### config.mk
export PLATFORM = sky130hd
export DESIGN_NAME = kf2_ctrl
export DESIGN_NICKNAME = d
export VERILOG_FILES = /design/src/rtl/kf2_pkg.sv /design/src/rtl/kf2_ctrl.sv
export SDC_FILE = /design/constraint.sdc
export NUM_CORES = 1
export LEC_CHECK = 0
export ABC_CLOCK_PERIOD_IN_PS = 3300
export BUFFER_PORTS_ARGS = -buffer_cell sky130_fd_sc_hd__clkbuf_2
export CAP_MARGIN = 0
export CORE_MARGIN = 5
export CORE_UTILIZATION = 55
export DETAILED_ROUTE_END_ITERATION = 16
export GPL_ROUTABILITY_DRIVEN = 0
export MAX_ROUTING_LAYER = met4
export PLACE_DENSITY = 0.76
export SYNTH_ARGS = -nofsm -noshare
export SYNTH_HDL_FRONTEND = slang
export SYNTH_SLANG_ARGS = --single-unit
### constraint.sdc
create_clock -name clk -period 3.3 [get_ports clk]
set_input_delay 0.165 -clock clk [delete_from_list [all_inputs] [get_ports clk]]
set_output_delay 0.165 -clock clk [all_outputs]
set_load 0.05 [all_outputs]
### src/rtl/kf2_pkg.sv
`timescale 1ns / 1ps
package kf2_pkg;
	localparam int DW = 32;
	localparam int FB = 24;
	localparam logic signed [DW-1:0] MAXV = {1'b0, {(DW-1){1'b1}}};
	localparam logic signed [DW-1:0] MINV = {1'b1, {(DW-1){1'b0}}};
	localparam logic signed [DW-1:0] ONE = DW'(64'sd1 <<< FB);
	localparam logic signed [DW-1:0] MILLI = DW'(((64'sd1 <<< FB) + 500) / 1000);

	typedef enum logic [2:0] {
		REG_APP = 3'd0,
		REG_APV = 3'd1,
		REG_AVP = 3'd2,
		REG_AVV = 3'd3,
		REG_BP  = 3'd4,
		REG_BV  = 3'd5
	} reg_idx_t;

	// register file slots of the datapath
	typedef enum logic [4:0] {
		R_XP, R_XV, R_PP, R_PV, R_VV,
		R_A11, R_A12, R_A21, R_A22, R_BP, R_BV,
		R_U, R_Q, R_Y, R_R,
		R_T0, R_T1, R_T2, R_T3, R_T4, R_T5, R_T6, R_T7, R_T8, R_T9,
		R_K1, R_K2, R_E, R_S, R_ACC, R_ZERO
	} slot_t;

	typedef enum logic [2:0] {
		OP_NOP, OP_MUL, OP_ADD, OP_SUB, OP_AVG, OP_DIV
	} op_t;

	typedef struct packed {
		op_t   op;
		slot_t sa;
		slot_t sb;
		slot_t dst;
	} uop_t;

	typedef struct packed {
		logic   load;
		logic   issue;
		uop_t   uop;
		logic   commit;
		logic   clr_clip;
	} cmd_t;

	typedef struct packed {
		logic busy;
		logic s_pos;
		logic has;
	} sts_t;

	typedef enum logic [2:0] {
		ST_IDLE, ST_LOAD, ST_ISSUE, ST_WAIT, ST_CHECK, ST_DONE
	} state_t;

	function automatic uop_t prog(input logic [5:0] pc);
		uop_t u;
		u = '{OP_NOP, R_ZERO, R_ZERO, R_ZERO};
		unique case (pc)
			6'd0:  u = '{OP_MUL, R_A11, R_XP, R_T0};
			6'd1:  u = '{OP_MUL, R_A12, R_XV, R_T1};
			6'd2:  u = '{OP_ADD, R_T0, R_T1, R_T0};
			6'd3:  u = '{OP_MUL, R_BP, R_U, R_T1};
			6'd4:  u = '{OP_ADD, R_T0, R_T1, R_T8};
			6'd5:  u = '{OP_MUL, R_A21, R_XP, R_T0};
			6'd6:  u = '{OP_MUL, R_A22, R_XV, R_T1};
			6'd7:  u = '{OP_ADD, R_T0, R_T1, R_T0};
			6'd8:  u = '{OP_MUL, R_BV, R_U, R_T1};
			6'd9:  u = '{OP_ADD, R_T0, R_T1, R_T9};
			6'd10: u = '{OP_MUL, R_A11, R_PP, R_T0};
			6'd11: u = '{OP_MUL, R_A12, R_PV, R_T1};
			6'd12: u = '{OP_ADD, R_T0, R_T1, R_T2};
			6'd13: u = '{OP_MUL, R_A11, R_PV, R_T0};
			6'd14: u = '{OP_MUL, R_A12, R_VV, R_T1};
			6'd15: u = '{OP_ADD, R_T0, R_T1, R_T3};
			6'd16: u = '{OP_MUL, R_A21, R_PP, R_T0};
			6'd17: u = '{OP_MUL, R_A22, R_PV, R_T1};
			6'd18: u = '{OP_ADD, R_T0, R_T1, R_T4};
			6'd19: u = '{OP_MUL, R_A21, R_PV, R_T0};
			6'd20: u = '{OP_MUL, R_A22, R_VV, R_T1};
			6'd21: u = '{OP_ADD, R_T0, R_T1, R_T5};
			6'd22: u = '{OP_MUL, R_BP, R_Q, R_T6};
			6'd23: u = '{OP_MUL, R_BV, R_Q, R_T7};
			6'd24: u = '{OP_MUL, R_T2, R_A11, R_T0};
			6'd25: u = '{OP_MUL, R_T3, R_A12, R_T1};
			6'd26: u = '{OP_ADD, R_T0, R_T1, R_T0};
			6'd27: u = '{OP_MUL, R_T6, R_BP, R_T1};
			6'd28: u = '{OP_ADD, R_T0, R_T1, R_PP};
			6'd29: u = '{OP_MUL, R_T6, R_BV, R_ACC};
			6'd30: u = '{OP_MUL, R_T2, R_A21, R_T0};
			6'd31: u = '{OP_MUL, R_T3, R_A22, R_T1};
			6'd32: u = '{OP_ADD, R_T0, R_T1, R_T0};
			6'd33: u = '{OP_ADD, R_T0, R_ACC, R_T0};
			6'd34: u = '{OP_MUL, R_T4, R_A11, R_T1};
			6'd35: u = '{OP_MUL, R_T5, R_A12, R_T2};
			6'd36: u = '{OP_ADD, R_T1, R_T2, R_T1};
			6'd37: u = '{OP_ADD, R_T1, R_ACC, R_T1};
			6'd38: u = '{OP_AVG, R_T0, R_T1, R_PV};
			6'd39: u = '{OP_MUL, R_T4, R_A21, R_T0};
			6'd40: u = '{OP_MUL, R_T5, R_A22, R_T1};
			6'd41: u = '{OP_ADD, R_T0, R_T1, R_T0};
			6'd42: u = '{OP_MUL, R_T7, R_BV, R_T1};
			6'd43: u = '{OP_ADD, R_T0, R_T1, R_VV};
			6'd44: u = '{OP_ADD, R_PP, R_R, R_S};
			6'd45: u = '{OP_DIV, R_PP, R_S, R_K1};
			6'd46: u = '{OP_DIV, R_PV, R_S, R_K2};
			6'd47: u = '{OP_SUB, R_Y, R_T8, R_E};
			6'd48: u = '{OP_MUL, R_K1, R_E, R_T0};
			6'd49: u = '{OP_ADD, R_T8, R_T0, R_T8};
			6'd50: u = '{OP_MUL, R_K2, R_E, R_T0};
			6'd51: u = '{OP_ADD, R_T9, R_T0, R_T9};
			6'd52: u = '{OP_MUL, R_K1, R_PP, R_T0};
			6'd53: u = '{OP_SUB, R_PP, R_T0, R_T0};
			6'd54: u = '{OP_MUL, R_K1, R_PV, R_T1};
			6'd55: u = '{OP_SUB, R_PV, R_T1, R_T1};
			6'd56: u = '{OP_MUL, R_K2, R_PP, R_T2};
			6'd57: u = '{OP_SUB, R_PV, R_T2, R_T2};
			6'd58: u = '{OP_MUL, R_K2, R_PV, R_T3};
			6'd59: u = '{OP_SUB, R_VV, R_T3, R_VV};
			6'd60: u = '{OP_ADD, R_T0, R_ZERO, R_PP};
			6'd61: u = '{OP_AVG, R_T1, R_T2, R_PV};
			default: u = '{OP_NOP, R_ZERO, R_ZERO, R_ZERO};
		endcase
		return u;
	endfunction

	localparam logic [5:0] PC_PRED_END = 6'd43;
	localparam logic [5:0] PC_S = 6'd44;
	localparam logic [5:0] PC_LAST = 6'd61;
endpackage

### src/rtl/kf2_ctrl.sv
`timescale 1ns / 1ps
module kf2_ctrl (
	input  logic           clk,
	input  logic           arst_n,
	input  logic           in_go,
	input  logic           out_busy,
	input  kf2_pkg::sts_t  sts,
	output logic           in_ready,
	output logic           res_load,
	output logic           corr_set,
	output kf2_pkg::cmd_t  cmd
);
	kf2_pkg::state_t state_q, state_d;
	logic [5:0] pc_q, pc_d;
	logic corr_q, corr_d;

	always_ff @(posedge clk or negedge arst_n) begin
		if (!arst_n) begin
			state_q <= kf2_pkg::ST_IDLE;
			pc_q <= '0;
			corr_q <= 1'b0;
		end else begin
			state_q <= state_d;
			pc_q <= pc_d;
			corr_q <= corr_d;
		end
	end

	always_comb begin
		state_d = state_q;
		pc_d = pc_q;
		corr_d = corr_q;
		in_ready = 1'b0;
		res_load = 1'b0;
		cmd = '0;
		cmd.uop = kf2_pkg::prog(pc_q);
		unique case (state_q)
			kf2_pkg::ST_IDLE: begin
				in_ready = 1'b1;
				if (in_go) begin
					cmd.load = 1'b1;
					cmd.clr_clip = 1'b1;
					pc_d = '0;
					corr_d = 1'b0;
					state_d = kf2_pkg::ST_ISSUE;
				end
			end
			kf2_pkg::ST_LOAD: state_d = kf2_pkg::ST_ISSUE;
			kf2_pkg::ST_ISSUE: begin
				cmd.issue = 1'b1;
				state_d = kf2_pkg::ST_WAIT;
			end
			kf2_pkg::ST_WAIT: begin
				if (!sts.busy) begin
					if (pc_q == kf2_pkg::PC_PRED_END && !sts.has) state_d = kf2_pkg::ST_DONE;
					else if (pc_q == kf2_pkg::PC_S) state_d = kf2_pkg::ST_CHECK;
					else if (pc_q == kf2_pkg::PC_LAST) state_d = kf2_pkg::ST_DONE;
					else begin
						pc_d = pc_q + 6'd1;
						state_d = kf2_pkg::ST_ISSUE;
					end
				end
			end
			kf2_pkg::ST_CHECK: begin
				if (sts.s_pos) begin
					corr_d = 1'b1;
					pc_d = pc_q + 6'd1;
					state_d = kf2_pkg::ST_ISSUE;
				end else state_d = kf2_pkg::ST_DONE;
			end
			kf2_pkg::ST_DONE: begin
				if (!out_busy) begin
					res_load = 1'b1;
					cmd.commit = 1'b1;
					state_d = kf2_pkg::ST_IDLE;
				end
			end
			default: state_d = kf2_pkg::ST_IDLE;
		endcase
	end
	assign corr_set = corr_q;
endmodule

==> metrics.txt <==
Synth Instances 363; met2 Use GR 37.78%; clock net sink count 10; count of buffers from port buffering 31; Main synth FF type dfrtp_1; share of post-route cells with drive strength above 1 17.52%; fin crit share 83.70%; hold crit path type in2reg; setup_tns 0 ns; CTS tree built; number of distinct library cells after synthesis 62; max cap viols 0; final hold vios 0; sequential power share 9.3%; Slew Viols, Final 0; Commonest cells post-synth 50 x nand2_1, 42 x nor2_1, 36 x a21oi_1; CTS buffer count 3; Final min period 2.762 ns; Nets 399; crit-path max FO 17; DP Wirelength 5563 um; Post-CTS Setup Inserts 0; M1 GR Usage 34.74%; Routed WL 7832 um; worst slew pin tran 0.8257 ns; gr usage total 25.67%; # resized after CTS 0; status finished clean; row count 24; Startpoint Class flip-flop; met3 Use GR 3.864%; routed wire length per instance 18.52 um; Setup crit end kind output pin; CORE AREA 4354 um^2; top post-synthesis cells by area dfrtp_1 10%, ha_1 10%, nand2_1 7.6%; initial antenna violation count 0; Clock power frac 7.6%; maximum VDD drop 0.3716 mV; final setup vio count 0; Clock transition at path regs 0.04 ns; CP Class reg2out; CP arrival 2.60 ns; Ant. Diodes 0; GRT overflow 0; GR peak layer met2; Die Area 5928 um^2; P_sw 1.230 mW; Slew headroom 44.95%; largest net degree at the start of global routing 57; register area share after synthesis 10.14%; final instance area 2638 um^2; post-detailed-route count of antenna-violating nets 0; vias in the first global route 2522; Lkg Pwr 1.067 nW; DRC 0; Mean Syn Cell Area 6.801 um^2; htree depth 1; DRT Pass-1 Iters 6; Die Wd 77.00 um; Cell Count, Final, Fillers Out 423; worst endpoint required time 3.13 ns; RSZ-0062 raised after global routing no; Cell Area, Synth 2469 um^2; switching part of the total 61.95%; Combinational Power Share 83.1%; Initial Util 56.70%; clk root buf clkbuf_8; placed cell areas 2572 um^2; Via Count 2923; post-synthesis register bit count 10; share of the synthesized area in the top cell type 10.14%; clk_skew 0.002001 ns; clk buf depth 2; Post-CTS Hold Buffers 1; Die Y 77.00 um; fmax 362.0 MHz; Post-synth EDFFs 0; area grow syn2layout 6.842%; DR vias/cell 6.910; Post-Syn Nets 390; 1st-iter DRT viols 462; power per cell area 752.8 nW/um^2; Synth async-reset ratio 100.0%; cell with the most instances after synthesis nand2_1; first-pass GRT wire length 12420 um; Clk Latency, worst-skew pair 0.24 ns; placed cell count 418; Synth area leader dfrtp_1; Ys Warns 0; num ports 32; Internal 0.7554 mW
-- placed cells by master (no fill, tap or decap), types with 2 or more instances in the layout --
cell       instances
nor2_1            42
nor2b_1            9
a31oi_1            9
mux2i_1            5
and2_1             2
or3_1              3
nand2_1           50
nand3_1            5
dfrtp_2            2
inv_1             13
o2bb2ai_1          2
clkbuf_8           4
a211oi_1          11
a221oi_1           3
a21oi_1           36
buf_4              9
nand2b_1           7
a31o_2             2
o21ai_1            5
xnor2_1            2
o31ai_1            2
ha_1              20
dfrtp_1            8
mux4_2             4
nor3_1            13
a311oi_1           5
o311ai_0           2
o31a_1             2
nor4_1             3
nor3b_1            4
o211ai_1           3
or2_2              2
o221ai_1           6
clkbuf_2          31
o21ai_0           14
o22ai_1            3
-- layout make-up --
cell class                      count  area (um^2)
Sequential cell                    10        252.7
Tap cell                           52        65.06
Inverter                           13        48.80
Multi-Input combinational cell    302         1963
Fill cell                         420         1717
Clock buffer                        4        55.05
Timing Repair Buffer               42        252.7
-- metal layers --
layer / up-vias / share of wire [%]
li1: 1340 / -
met1: 1327 / 39
met2: 212 / 45
met3: 44 / 11
met4: 0 / 4.4
met5: - / 0
-- critical path, cell delays in order (launching register included) --
cell      delay, ns
dfrtp_2        0.51
inv_1          0.33
buf_4          0.33
ha_1           0.31
nor2b_1        0.14
a311oi_1       0.25
a211oi_1       0.08
a21oi_1        0.12
clkbuf_2       0.29
-- worst paths after layout --
path	slack, ns	cells past startpoint	to	startpoint
max in group asynchronous	2.77	2	pc_q[2]$_DFFE_PN0P_	arst_n
min in group asynchronous	0.32	2	pc_q[0]$_DFFE_PN0P_	arst_n
hold / removal	0.21	3	state_q[1]$_DFFE_PN0P_	sts[1]
setup / recovery	0.54	8	cmd[5]	pc_q[2]$_DFFE_PN0P_
setup reg to reg	0.84	7	pc_q[4]$_DFFE_PN0P_	pc_q[0]$_DFFE_PN0P_
hold reg to reg	0.55	2	corr_set$_DFFE_PN0P_	corr_set$_DFFE_PN0P_
-- through the flow --
step / hold WS (ns) / total power [mW] / setup WS, ns / utilization (%)
2_1_floorplan: -0.1306 / 1.461 / 0.3824 / -
3_3_place_gp: 0.03980 / 1.789 / 0.8401 / 59.08
3_5_place_dp: 0.03739 / 1.800 / 0.8221 / 59.08
4_1_cts: 0.2151 / 1.960 / 0.5707 / 60.57
5_1_grt: 0.2301 / 2.103 / 0.3325 / 60.57
6_report: 0.2148 / 1.985 / 0.5379 / 60.57
-- power groups by stage --
stage               Combinational (mW)  Sequential (mW)  Clock, mW
floorplan                         1.30            0.160          0
global placement                  1.61            0.183          0
detailed placement                1.62            0.184          0
CTS                               1.62            0.182      0.155
global route                      1.76            0.186      0.160
finish                            1.65            0.184      0.151
-- kinds of logic after synthesis --
logic type | count (synthesis) | share of synthesized area (%)
AND/OR/NAND/NOR | 153 | 30.16
XOR/XNOR | 2 | 0.7097
flip-flops | 10 | 10.14
adder cells (fa/ha/maj) | 20 | 10.14
multiplexers | 10 | 6.133
AO/OA/AOI/OAI | 117 | 32.39
buffers and inverters | 51 | 10.34
-- sequential cells by signal, indices dropped and copies added (netlist names) --
name and cells:
corr_set 1, state_q 3, pc_q 6
(Power assumes the default switching activity.)
